[src/hw/rtl/bvm_pkg.sv]
// Battery voltage monitor package: widths, correction coefficients, FSM types.
// Used by every module of the monitor; depends on nothing.
package bvm_pkg;

	localparam int SAMPLE_W    = 12;
	localparam int MV_W        = 13;
	localparam int ACC_W       = 56;
	localparam int FRAC        = 48;
	localparam int WINDOW      = 6;
	localparam int QDEPTH      = 2;
	localparam int QPTR_W      = 1;
	localparam int QCNT_W      = 2;
	localparam int HORNER_STEPS = 4;
	localparam int STEP_W      = 2;

	localparam logic [MV_W-1:0]   MV_MAX        = 13'd8191;
	localparam logic [MV_W-1:0]   THRESH_RESET  = 13'd3000;
	localparam logic [MV_W:0]     WARN_MARGIN   = 14'd500;
	localparam logic [63:0]       DEC_DEN       = 64'd1000000000000000;

	// round(num * 2^shift / 10^15), ties up; num is below 10^15
	function automatic logic [63:0] scaled_coef(input logic [63:0] num, input int shift);
		logic [63:0] q;
		logic [63:0] r;
		q = '0;
		r = num;
		for (int i = 0; i < shift; i++) begin
			q = q << 1;
			r = r << 1;
			if (r >= DEC_DEN) begin
				r = r - DEC_DEN;
				q = q + 64'd1;
			end
		end
		if ((r << 1) >= DEC_DEN) begin
			q = q + 64'd1;
		end
		return q;
	endfunction

	localparam logic [63:0] D0_U = scaled_coef(64'd34143524634089, FRAC);
	localparam logic [63:0] D1_U = scaled_coef(64'd1109019271794, FRAC + 12);
	localparam logic [63:0] D2_U = scaled_coef(64'd301211691, FRAC + 24);
	localparam logic [63:0] D3_U = scaled_coef(64'd118171, FRAC + 36);
	localparam logic [63:0] D4_U = scaled_coef(64'd16, FRAC + 48);

	localparam logic signed [ACC_W-1:0] D0 = $signed(D0_U[ACC_W-1:0]);
	localparam logic signed [ACC_W-1:0] D1 = $signed(D1_U[ACC_W-1:0]);
	localparam logic signed [ACC_W-1:0] D2 = $signed(D2_U[ACC_W-1:0]);
	localparam logic signed [ACC_W-1:0] D3 = $signed(D3_U[ACC_W-1:0]);
	localparam logic signed [ACC_W-1:0] D4 = $signed(D4_U[ACC_W-1:0]);

	typedef enum logic [2:0] {
		F_IDLE,
		F_MUL,
		F_ADD,
		F_SCALE,
		F_PUSH
	} front_state_t;

	typedef enum logic [2:0] {
		B_IDLE,
		B_WRITE,
		B_PREP,
		B_DIV,
		B_DONE
	} back_state_t;

endpackage

[src/hw/rtl/battery_voltage_monitor_top.sv]
// Battery voltage monitor, top level: front end, reading queue, back end and
// threshold register. Depends on bvm_pkg, bvm_front, bvm_fifo, bvm_back.
//
// Each accepted ADC sample yields exactly one result. The front end holds one
// sample through four Horner iterations of the shared 44x12 multiplier
// (multiply, then add), a scaling step and a queue transfer, and takes no new
// sample before it is done. The back end writes each reading into the ring and
// then finds the mean with a bit-serial divider before it takes the next one.
// The queue of two readings and the output register let each side stall on
// its own. The ring is cleared by reset; no sweep is needed. The threshold
// register resets to 3000 mV and is written by a transfer on the cfg channel.
module battery_voltage_monitor_top #(
	parameter int WINDOW = bvm_pkg::WINDOW
) (
	input  logic                         clk,
	input  logic                         arst_n,
	input  logic                         in_valid,
	output logic                         in_stall,
	input  logic [bvm_pkg::SAMPLE_W-1:0] adc_sample,
	output logic                         out_valid,
	input  logic                         out_stall,
	output logic [bvm_pkg::MV_W-1:0]     average_mv,
	output logic                         warn,
	output logic                         sleep_request,
	input  logic                         cfg_valid,
	output logic                         cfg_ready,
	input  logic [bvm_pkg::MV_W-1:0]     low_threshold_mv
);

	logic                     push;
	logic [bvm_pkg::MV_W-1:0] push_mv;
	logic                     q_full;
	logic                     q_empty;
	logic                     pop;
	logic [bvm_pkg::MV_W-1:0] head_mv;
	logic [bvm_pkg::MV_W-1:0] thresh_q;

	assign cfg_ready = 1'b1;

	always_ff @(posedge clk or negedge arst_n) begin
		if (!arst_n) begin
			thresh_q <= bvm_pkg::THRESH_RESET;
		end else if (cfg_valid && cfg_ready) begin
			thresh_q <= low_threshold_mv;
		end
	end

	bvm_front u_front (
		.clk        (clk),
		.arst_n     (arst_n),
		.in_valid   (in_valid),
		.in_stall   (in_stall),
		.adc_sample (adc_sample),
		.push       (push),
		.push_mv    (push_mv),
		.q_full     (q_full)
	);

	bvm_fifo u_fifo (
		.clk     (clk),
		.arst_n  (arst_n),
		.push    (push),
		.push_mv (push_mv),
		.full    (q_full),
		.pop     (pop),
		.empty   (q_empty),
		.head_mv (head_mv)
	);

	bvm_back #(
		.WINDOW (WINDOW)
	) u_back (
		.clk           (clk),
		.arst_n        (arst_n),
		.empty         (q_empty),
		.head_mv       (head_mv),
		.pop           (pop),
		.threshold     (thresh_q),
		.out_valid     (out_valid),
		.out_stall     (out_stall),
		.average_mv    (average_mv),
		.warn          (warn),
		.sleep_request (sleep_request)
	);

endmodule

[src/hw/rtl/bvm_front.sv]
// Front end: takes a raw sample, runs the Horner correction polynomial and
// scales to clamped millivolts. Depends on bvm_pkg.
module bvm_front (
	input  logic                        clk,
	input  logic                        arst_n,
	input  logic                        in_valid,
	output logic                        in_stall,
	input  logic [bvm_pkg::SAMPLE_W-1:0] adc_sample,
	output logic                        push,
	output logic [bvm_pkg::MV_W-1:0]    push_mv,
	input  logic                        q_full
);

	localparam int AW = bvm_pkg::ACC_W;
	localparam int HI_W = AW - 12;
	localparam int WH_W = AW + 11 - bvm_pkg::FRAC;
	localparam logic [bvm_pkg::STEP_W-1:0] STEP_W_LAST =
		bvm_pkg::STEP_W'(bvm_pkg::HORNER_STEPS - 1);

	bvm_pkg::front_state_t state_q, state_d;

	logic [bvm_pkg::SAMPLE_W-1:0] x_q;
	logic signed [AW-1:0]         acc_q;
	logic [AW-1:0]                prod_q;
	logic                         neg_q;
	logic [bvm_pkg::STEP_W-1:0]   step_q;
	logic [bvm_pkg::MV_W-1:0]     mv_q;

	logic                         accept;
	logic [AW-1:0]                mag;
	logic [AW-1:0]                p_hi;
	logic [23:0]                  p_lo;
	logic [AW-1:0]                prod;
	logic signed [AW-1:0]         coef;
	logic signed [AW-1:0]         term;
	logic [AW+10:0]               scaled;
	logic [WH_W-1:0]              whole;
	logic [bvm_pkg::MV_W-1:0]     mv;

	assign accept = in_valid && !in_stall;
	assign mag    = acc_q[AW-1] ? AW'(-acc_q) : AW'(acc_q);
	assign p_hi   = AW'(mag[AW-1:12] * HI_W'(x_q));
	assign p_lo   = mag[11:0] * x_q;
	assign prod   = p_hi + AW'(p_lo[23:12]);
	assign term   = neg_q ? -$signed(prod_q) : $signed(prod_q);

	always_comb begin
		unique case (step_q)
			2'd0:    coef = bvm_pkg::D3;
			2'd1:    coef = -bvm_pkg::D2;
			2'd2:    coef = bvm_pkg::D1;
			default: coef = bvm_pkg::D0;
		endcase
	end

	// acc * 2000 = acc * (2048 - 32 - 16)
	assign scaled = ({11'd0, acc_q} << 11) - ({11'd0, acc_q} << 5) - ({11'd0, acc_q} << 4);
	assign whole  = scaled[AW+10:bvm_pkg::FRAC];

	always_comb begin
		if (acc_q[AW-1] || acc_q == '0) begin
			mv = '0;
		end else if (whole > WH_W'(bvm_pkg::MV_MAX)) begin
			mv = bvm_pkg::MV_MAX;
		end else begin
			mv = whole[bvm_pkg::MV_W-1:0];
		end
	end

	always_comb begin
		state_d = state_q;
		unique case (state_q)
			bvm_pkg::F_IDLE:  if (in_valid) state_d = bvm_pkg::F_MUL;
			bvm_pkg::F_MUL:   state_d = bvm_pkg::F_ADD;
			bvm_pkg::F_ADD: begin
				if (step_q == STEP_W_LAST) state_d = bvm_pkg::F_SCALE;
				else state_d = bvm_pkg::F_MUL;
			end
			bvm_pkg::F_SCALE: state_d = bvm_pkg::F_PUSH;
			bvm_pkg::F_PUSH:  if (!q_full) state_d = bvm_pkg::F_IDLE;
			default:          state_d = bvm_pkg::F_IDLE;
		endcase
	end

	always_comb begin
		in_stall = (state_q != bvm_pkg::F_IDLE);
		push     = (state_q == bvm_pkg::F_PUSH) && !q_full;
	end

	assign push_mv = mv_q;

	always_ff @(posedge clk or negedge arst_n) begin
		if (!arst_n) begin
			state_q <= bvm_pkg::F_IDLE;
			step_q  <= '0;
		end else begin
			state_q <= state_d;
			if (accept) begin
				step_q <= '0;
			end else if (state_q == bvm_pkg::F_ADD) begin
				step_q <= step_q + 1'b1;
			end
		end
	end

	always_ff @(posedge clk) begin
		if (accept) begin
			x_q   <= adc_sample;
			acc_q <= -bvm_pkg::D4;
		end
		if (state_q == bvm_pkg::F_MUL) begin
			prod_q <= prod;
			neg_q  <= acc_q[AW-1];
		end
		if (state_q == bvm_pkg::F_ADD) begin
			acc_q <= term + coef;
		end
		if (state_q == bvm_pkg::F_SCALE) begin
			mv_q <= mv;
		end
	end

endmodule

[src/hw/rtl/bvm_fifo.sv]
// Two-entry queue of millivolt readings between front and back end.
// Depends on bvm_pkg.
module bvm_fifo (
	input  logic                     clk,
	input  logic                     arst_n,
	input  logic                     push,
	input  logic [bvm_pkg::MV_W-1:0] push_mv,
	output logic                     full,
	input  logic                     pop,
	output logic                     empty,
	output logic [bvm_pkg::MV_W-1:0] head_mv
);

	logic [bvm_pkg::MV_W-1:0]   mem_q [bvm_pkg::QDEPTH];
	logic [bvm_pkg::QPTR_W-1:0] wr_ptr_q;
	logic [bvm_pkg::QPTR_W-1:0] rd_ptr_q;
	logic [bvm_pkg::QCNT_W-1:0] cnt_q;

	assign full    = (cnt_q == bvm_pkg::QCNT_W'(bvm_pkg::QDEPTH));
	assign empty   = (cnt_q == '0);
	assign head_mv = mem_q[rd_ptr_q];

	always_ff @(posedge clk or negedge arst_n) begin
		if (!arst_n) begin
			wr_ptr_q <= '0;
			rd_ptr_q <= '0;
			cnt_q    <= '0;
		end else begin
			if (push) wr_ptr_q <= wr_ptr_q + 1'b1;
			if (pop)  rd_ptr_q <= rd_ptr_q + 1'b1;
			if (push && !pop) cnt_q <= cnt_q + 1'b1;
			else if (pop && !push) cnt_q <= cnt_q - 1'b1;
		end
	end

	always_ff @(posedge clk) begin
		if (push) mem_q[wr_ptr_q] <= push_mv;
	end

endmodule

[src/hw/rtl/bvm_back.sv]
// Back end: ring of readings with running sum and non-zero count, serial
// divider for the mean, threshold compare and output register. Depends on bvm_pkg.
module bvm_back #(
	parameter int WINDOW = bvm_pkg::WINDOW
) (
	input  logic                     clk,
	input  logic                     arst_n,
	input  logic                     empty,
	input  logic [bvm_pkg::MV_W-1:0] head_mv,
	output logic                     pop,
	input  logic [bvm_pkg::MV_W-1:0] threshold,
	output logic                     out_valid,
	input  logic                     out_stall,
	output logic [bvm_pkg::MV_W-1:0] average_mv,
	output logic                     warn,
	output logic                     sleep_request
);

	localparam int MW    = bvm_pkg::MV_W;
	localparam int IDX_W = (WINDOW > 1) ? $clog2(WINDOW) : 1;
	localparam int SUM_W = $clog2(WINDOW * 8191 + 1);
	localparam int CNT_W = $clog2(WINDOW + 1);
	localparam int DC_W  = $clog2(SUM_W + 1);
	localparam logic [IDX_W-1:0] IDX_LAST = IDX_W'(WINDOW - 1);

	bvm_pkg::back_state_t state_q, state_d;

	logic [MW-1:0]    ring_q [WINDOW];
	logic [IDX_W-1:0] widx_q;
	logic [SUM_W-1:0] sum_q;
	logic [CNT_W-1:0] cnt_q;
	logic [MW-1:0]    mv_q;
	logic [SUM_W-1:0] quot_q;
	logic [CNT_W:0]   rem_q;
	logic [DC_W-1:0]  dcnt_q;
	logic             out_valid_q;
	logic [MW-1:0]    avg_q;
	logic             warn_q;
	logic             sleep_q;

	logic [MW-1:0]    old_mv;
	logic [CNT_W+1:0] trial;
	logic             load_out;
	logic [MW-1:0]    mean;
	logic [MW:0]      warn_lim;

	assign old_mv   = ring_q[widx_q];
	assign trial    = {rem_q, quot_q[SUM_W-1]} - {2'b00, cnt_q};
	assign mean     = (cnt_q == '0) ? '0 : quot_q[MW-1:0];
	assign warn_lim = {1'b0, threshold} + bvm_pkg::WARN_MARGIN;

	always_comb begin
		state_d = state_q;
		unique case (state_q)
			bvm_pkg::B_IDLE:  if (!empty) state_d = bvm_pkg::B_WRITE;
			bvm_pkg::B_WRITE: state_d = bvm_pkg::B_PREP;
			bvm_pkg::B_PREP:  state_d = bvm_pkg::B_DIV;
			bvm_pkg::B_DIV:   if (dcnt_q == DC_W'(1)) state_d = bvm_pkg::B_DONE;
			bvm_pkg::B_DONE:  if (!out_valid_q || !out_stall) state_d = bvm_pkg::B_IDLE;
			default:          state_d = bvm_pkg::B_IDLE;
		endcase
	end

	always_comb begin
		pop      = (state_q == bvm_pkg::B_IDLE) && !empty;
		load_out = (state_q == bvm_pkg::B_DONE) && (!out_valid_q || !out_stall);
	end

	always_ff @(posedge clk or negedge arst_n) begin
		if (!arst_n) begin
			state_q     <= bvm_pkg::B_IDLE;
			widx_q      <= '0;
			sum_q       <= '0;
			cnt_q       <= '0;
			out_valid_q <= 1'b0;
			for (int i = 0; i < WINDOW; i++) ring_q[i] <= '0;
		end else begin
			state_q <= state_d;
			if (state_q == bvm_pkg::B_WRITE) begin
				ring_q[widx_q] <= mv_q;
				sum_q <= sum_q - SUM_W'(old_mv) + SUM_W'(mv_q);
				cnt_q <= cnt_q + CNT_W'(mv_q != '0) - CNT_W'(old_mv != '0);
				widx_q <= (widx_q == IDX_LAST) ? '0 : widx_q + 1'b1;
			end
			if (load_out) out_valid_q <= 1'b1;
			else if (!out_stall) out_valid_q <= 1'b0;
		end
	end

	always_ff @(posedge clk) begin
		if (pop) mv_q <= head_mv;
		if (state_q == bvm_pkg::B_PREP) begin
			quot_q <= sum_q;
			rem_q  <= '0;
			dcnt_q <= DC_W'(SUM_W);
		end
		if (state_q == bvm_pkg::B_DIV) begin
			dcnt_q <= dcnt_q - 1'b1;
			if (!trial[CNT_W+1]) begin
				rem_q  <= trial[CNT_W:0];
				quot_q <= {quot_q[SUM_W-2:0], 1'b1};
			end else begin
				rem_q  <= {rem_q[CNT_W-1:0], quot_q[SUM_W-1]};
				quot_q <= {quot_q[SUM_W-2:0], 1'b0};
			end
		end
		if (load_out) begin
			avg_q   <= mean;
			warn_q  <= ({1'b0, mean} <= warn_lim);
			sleep_q <= (mean <= threshold);
		end
	end

	assign out_valid     = out_valid_q;
	assign average_mv    = avg_q;
	assign warn          = warn_q;
	assign sleep_request = sleep_q;

endmodule

[config.mk]
export PLATFORM = sky130hd
export DESIGN_NAME = battery_voltage_monitor_top
export DESIGN_NICKNAME = d
export VERILOG_FILES = /design/src/hw/rtl/bvm_pkg.sv /design/src/hw/rtl/battery_voltage_monitor_top.sv /design/src/hw/rtl/bvm_front.sv /design/src/hw/rtl/bvm_fifo.sv /design/src/hw/rtl/bvm_back.sv
export SDC_FILE = /design/constraint.sdc
export NUM_CORES = 2
export LEC_CHECK = 0
export ABC_AREA = 1
export BUFFER_PORTS_ARGS = -buffer_cell sky130_fd_sc_hd__buf_2
export CAP_MARGIN = 5
export CORE_UTILIZATION = 50
export CTS_BUF_LIST = sky130_fd_sc_hd__clkbuf_4
export DETAILED_ROUTE_END_ITERATION = 10
export GPL_ROUTABILITY_DRIVEN = 0
export GPL_TIMING_DRIVEN = 1
export PLACE_DENSITY = 0.73
export SLEW_MARGIN = 5
export SYNTH_ARGS = -nofsm -noshare
export SYNTH_HDL_FRONTEND = slang
export SYNTH_SLANG_ARGS = --single-unit
[constraint.sdc]
create_clock -name clk -period 29.8 [get_ports clk]
set_input_delay 5.96 -clock clk [delete_from_list [all_inputs] [get_ports clk]]
set_output_delay 5.96 -clock clk [all_outputs]
set_load 0.1 [all_outputs]
==> results.py <==
metrics = {
    "outcome": {
        "status": "finished, violations left",
        "violations": "DRC",
    },
    "setup_path": {
        "worst-path-buf-inv": 7,
        "critPathArrivalTime_ns": 12.12,
        "reg2reg_from": "u_front.acc_q[0]",
        "r2r_setup_slack_ns": 18.35,
        "crit_slowest_cell": "edfxtp_1",
        "rr_worst_depth": 45,
        "cp_num_cells": 45,
        "r2r_end": "u_front.prod_q[55]",
        "path_class": "reg2reg",
        "cp-start-kind": "flop",
        "critPathMostFrequentCell": "nand2_1",
        "worst-path-max-fanout": 18,
        "cp_slowest_stage_delay_ns": 0.87,
        "required_ns": 30.46,
        "cp-end-kind": "flop",
        "path_delay_family": "adder cells",
    },
    "timing": {
        "fin_skew_ns": 0.107,
        "period_minus_slack_ns": 11.45,
        "drv_slew": 0,
        "final.setup.tns_ns": 0,
        "fin_ws_ns": 18.35,
        "grt_setup_unrepaired": "false",
        "max-slew-margin-rel_pct": 22.1,
        "timing.final.hold_violations": 0,
        "post-route-period-util_pct": 38.4,
        "final-setup-viol-count": 0,
        "max_slew.worst_pin.slew_ns": 1.16,
        "fmax_mhz": 87.3,
    },
    "die": {
        "die_h_um": 315,
        "die_w_um": 315,
        "initial_core_util_pct": 50.5,
        "io_pins": 48,
        "rows": 114,
        "die_area_um2": 99100,
        "core_um2": 96900,
    },
    "synth": {
        "synth_area_um2": 48900,
        "syn_nets": 7382,
        "synthCells": 6350,
        "synth_flop_cell": "edfxtp_1",
        "synth.avg_cell_area_um2": 7.71,
        "synth.distinct_cells": 68,
        "ys_ff_latch": 343,
        "yosysTopAreaCell": "fa_1",
        "synth_edf_count": 217,
        "seq_area_frac_synth_pct": 19.8,
        "ys_warn_count": 0,
        "synthTopCellsByArea": "fa_1 24%, edfxtp_1 13%, nand2_1 11%",
        "synth.top_cell.area_share_pct": 24.3,
        "async_reset_ff_share_pct": 36.7,
    },
    "route": {
        "ant_nets": 0,
        "routed_wl_um": 153000,
        "drtPass1Iterations": 11,
        "wl_per_cell_um": 19.7,
        "vias_per_cell": 5.62,
        "vias": 43600,
        "drt-initial-drc-count": 4297,
        "post-route-drc-count": 12,
    },
    "clocking": {
        "postCtsHoldBufs": 0,
        "cts_buffer_depth": 3,
        "cts_tree": "built",
        "cts_setup_buffers": 0,
        "clk_pin_slew_ns": 0.06,
        "ctsResizeCount": 0,
        "h-tree-depth": 3,
        "cts_sinks": 343,
        "clk_latency_ns": 0.95,
        "cts_buffers": 98,
        "cts_root_buf": "clkbuf_4",
    },
    "worst_hold_path": {
        "hp-start": "u_front.push_mv[8]",
        "min_to": "u_fifo.mem_q[0][8]",
        "hp-class": "reg2reg",
        "hold_path_depth": 0,
    },
    "layout": {
        "fill_cells": 9113,
        "multi_input_area_um2": 34100,
        "drive_above_1_share_pct": 5.85,
        "seq_area_um2": 9680,
        "layout.nets": 7426,
        "syn2layout_area_growth_pct": 6.03,
        "utilization_pct": 53.6,
    },
    "placement": {
        "io_buffers": 46,
        "dp_slack_ns": 18.63,
        "place_hpwl_um": 122000,
    },
    "flow_run": {
        "timing.max_cap.violations": 0,
    },
    "global_routing": {
        "grt_pass1_wl_um": 239000,
        "overflow": 0,
        "grt_max_degree": 68,
        "grt_pass1_vias": 43600,
        "antenna_found_initial": 6,
        "grt_usage_pct": 31.3,
    },
}
## cell type report
cell class              count  area share [%]
multi-input cells        4635            65.8
well taps                1276            3.08
inverters                1231            8.91
flip-flops and latches    343            18.7
clock buffers             147            2.13
repair buffers             85            1.02
diodes                      2         0.00965
clock inverters            34           0.441
## worst max path at each step
stage | start | endpoint | slack (ns)
2_1_floorplan | u_front.acc_q[0] | u_front.prod_q[55] | 20.33
3_3_place_gp | u_front.acc_q[0] | u_front.prod_q[55] | 18.75
3_5_place_dp | u_front.acc_q[0] | u_front.prod_q[55] | 18.63
4_1_cts | u_front.acc_q[0] | u_front.prod_q[55] | 18.55
5_1_grt | u_front.acc_q[0] | u_front.prod_q[55] | 17.61
6_report | u_front.acc_q[0] | u_front.prod_q[55] | 18.35
## routing by layer
layer / vias to the layer above / share of wire (%) / track usage (%)
met3: 609 / 9.2 / 7.22
li1: 20000 / - / -
met4: 4 / 6.9 / 19.0
met1: 20800 / 37 / 37.5
met5: - / 0.10 / 1.02
met2: 2162 / 46 / 50.9
## worst reg2reg max path: cells and delay by family, from the launching register on
| family | cells | cell delay (ns) |
|---|---|---|
| buffers and inverters | 7 | 0.74 |
| XOR/XNOR | 2 | 1.08 |
| adder cells (fa/ha/maj) | 12 | 5.31 |
| AO/OA/AOI/OAI | 6 | 1.43 |
| AND/OR/NAND/NOR | 18 | 1.77 |
| flip-flops | 1 | 0.87 |
## cells in the mapped netlist, drive strengths merged (2+ instances only)
library cell	instances
clkbuf	124
o21ai	323
a21oi	292
o2111ai	7
and3	5
dfstp	7
xor2	125
o221ai	6
clkinv	26
edfxtp	217
nor4	34
o41ai	2
a21o	38
a31oi	35
buf	17
fa	595
nor3	61
dfrtp	119
o21a	27
nand3	227
nand4	75
o22ai	4
nand3b	7
nand2	1494
a211oi	8
inv	1205
nor2	692
or2	47
a221oi	8
ha	407
o21bai	22
o31ai	5
a21boi	11
o211ai	11
xnor2	54
## registers in the layout, indices dropped and copies added (netlist names), 16 cells and up
name / count
u_fifo.mem_q: 26
u_front.acc_q: 56
u_back.quot_q: 16
u_back.sum_q: 16
u_back.ring_q: 78
u_front.prod_q: 56
## metrics by stage
| stage | hold slack [ns] | instance area (µm²) | instances |
|---|---|---|---|
| after floorplan | 0.421 | 48900 | 6350 |
| after global placement | 0.425 | 50500 | 7570 |
| after detailed placement | 0.430 | 50500 | 7570 |
| after CTS | 0.411 | 51900 | 7751 |
| after global routing | 0.455 | 51900 | 7753 |
| final | 0.385 | 51900 | 7753 |
## placed cells by master (no fill, tap or decap), drive strengths merged, types with 3 or more instances in the layout
master	netlist	final
fa	595	595
a21oi	292	292
nor2	692	692
nand3	227	227
nand3b	7	7
xnor2	54	54
dfstp	7	7
o21a	27	27
o21ai	323	323
o31ai	5	5
o221ai	6	6
nor4	34	34
edfxtp	217	217
buf	17	85
and3	5	5
dfrtp	119	119
bufinv	0	3
o22ai	4	4
o211ai	11	11
nand2	1494	1494
ha	407	407
clkinv	26	52
nor3	61	61
a211oi	8	8
a21o	38	38
nand4	75	75
or2	47	47
xor2	125	125
inv	1205	1210
clkbuf	124	147
a21boi	11	11
o21bai	22	22
o2111ai	7	7
a221oi	8	8
a31oi	35	35
## cells by family after synthesis
family                     share of synthesized area (%)
AOI/OAI and AO/OA                                   9.27
xor gates and xnor gates                            3.23
adders and majority gates                           34.7
buffers and inverters                               10.6
DFF                                                 19.8
muxes                                             0.0230
other                                            0.00766
and+or+nand+nor                                     22.3
Power is not shown: default switching activity piles up to over one toggle a cycle in this logic, so the estimate is an artifact.
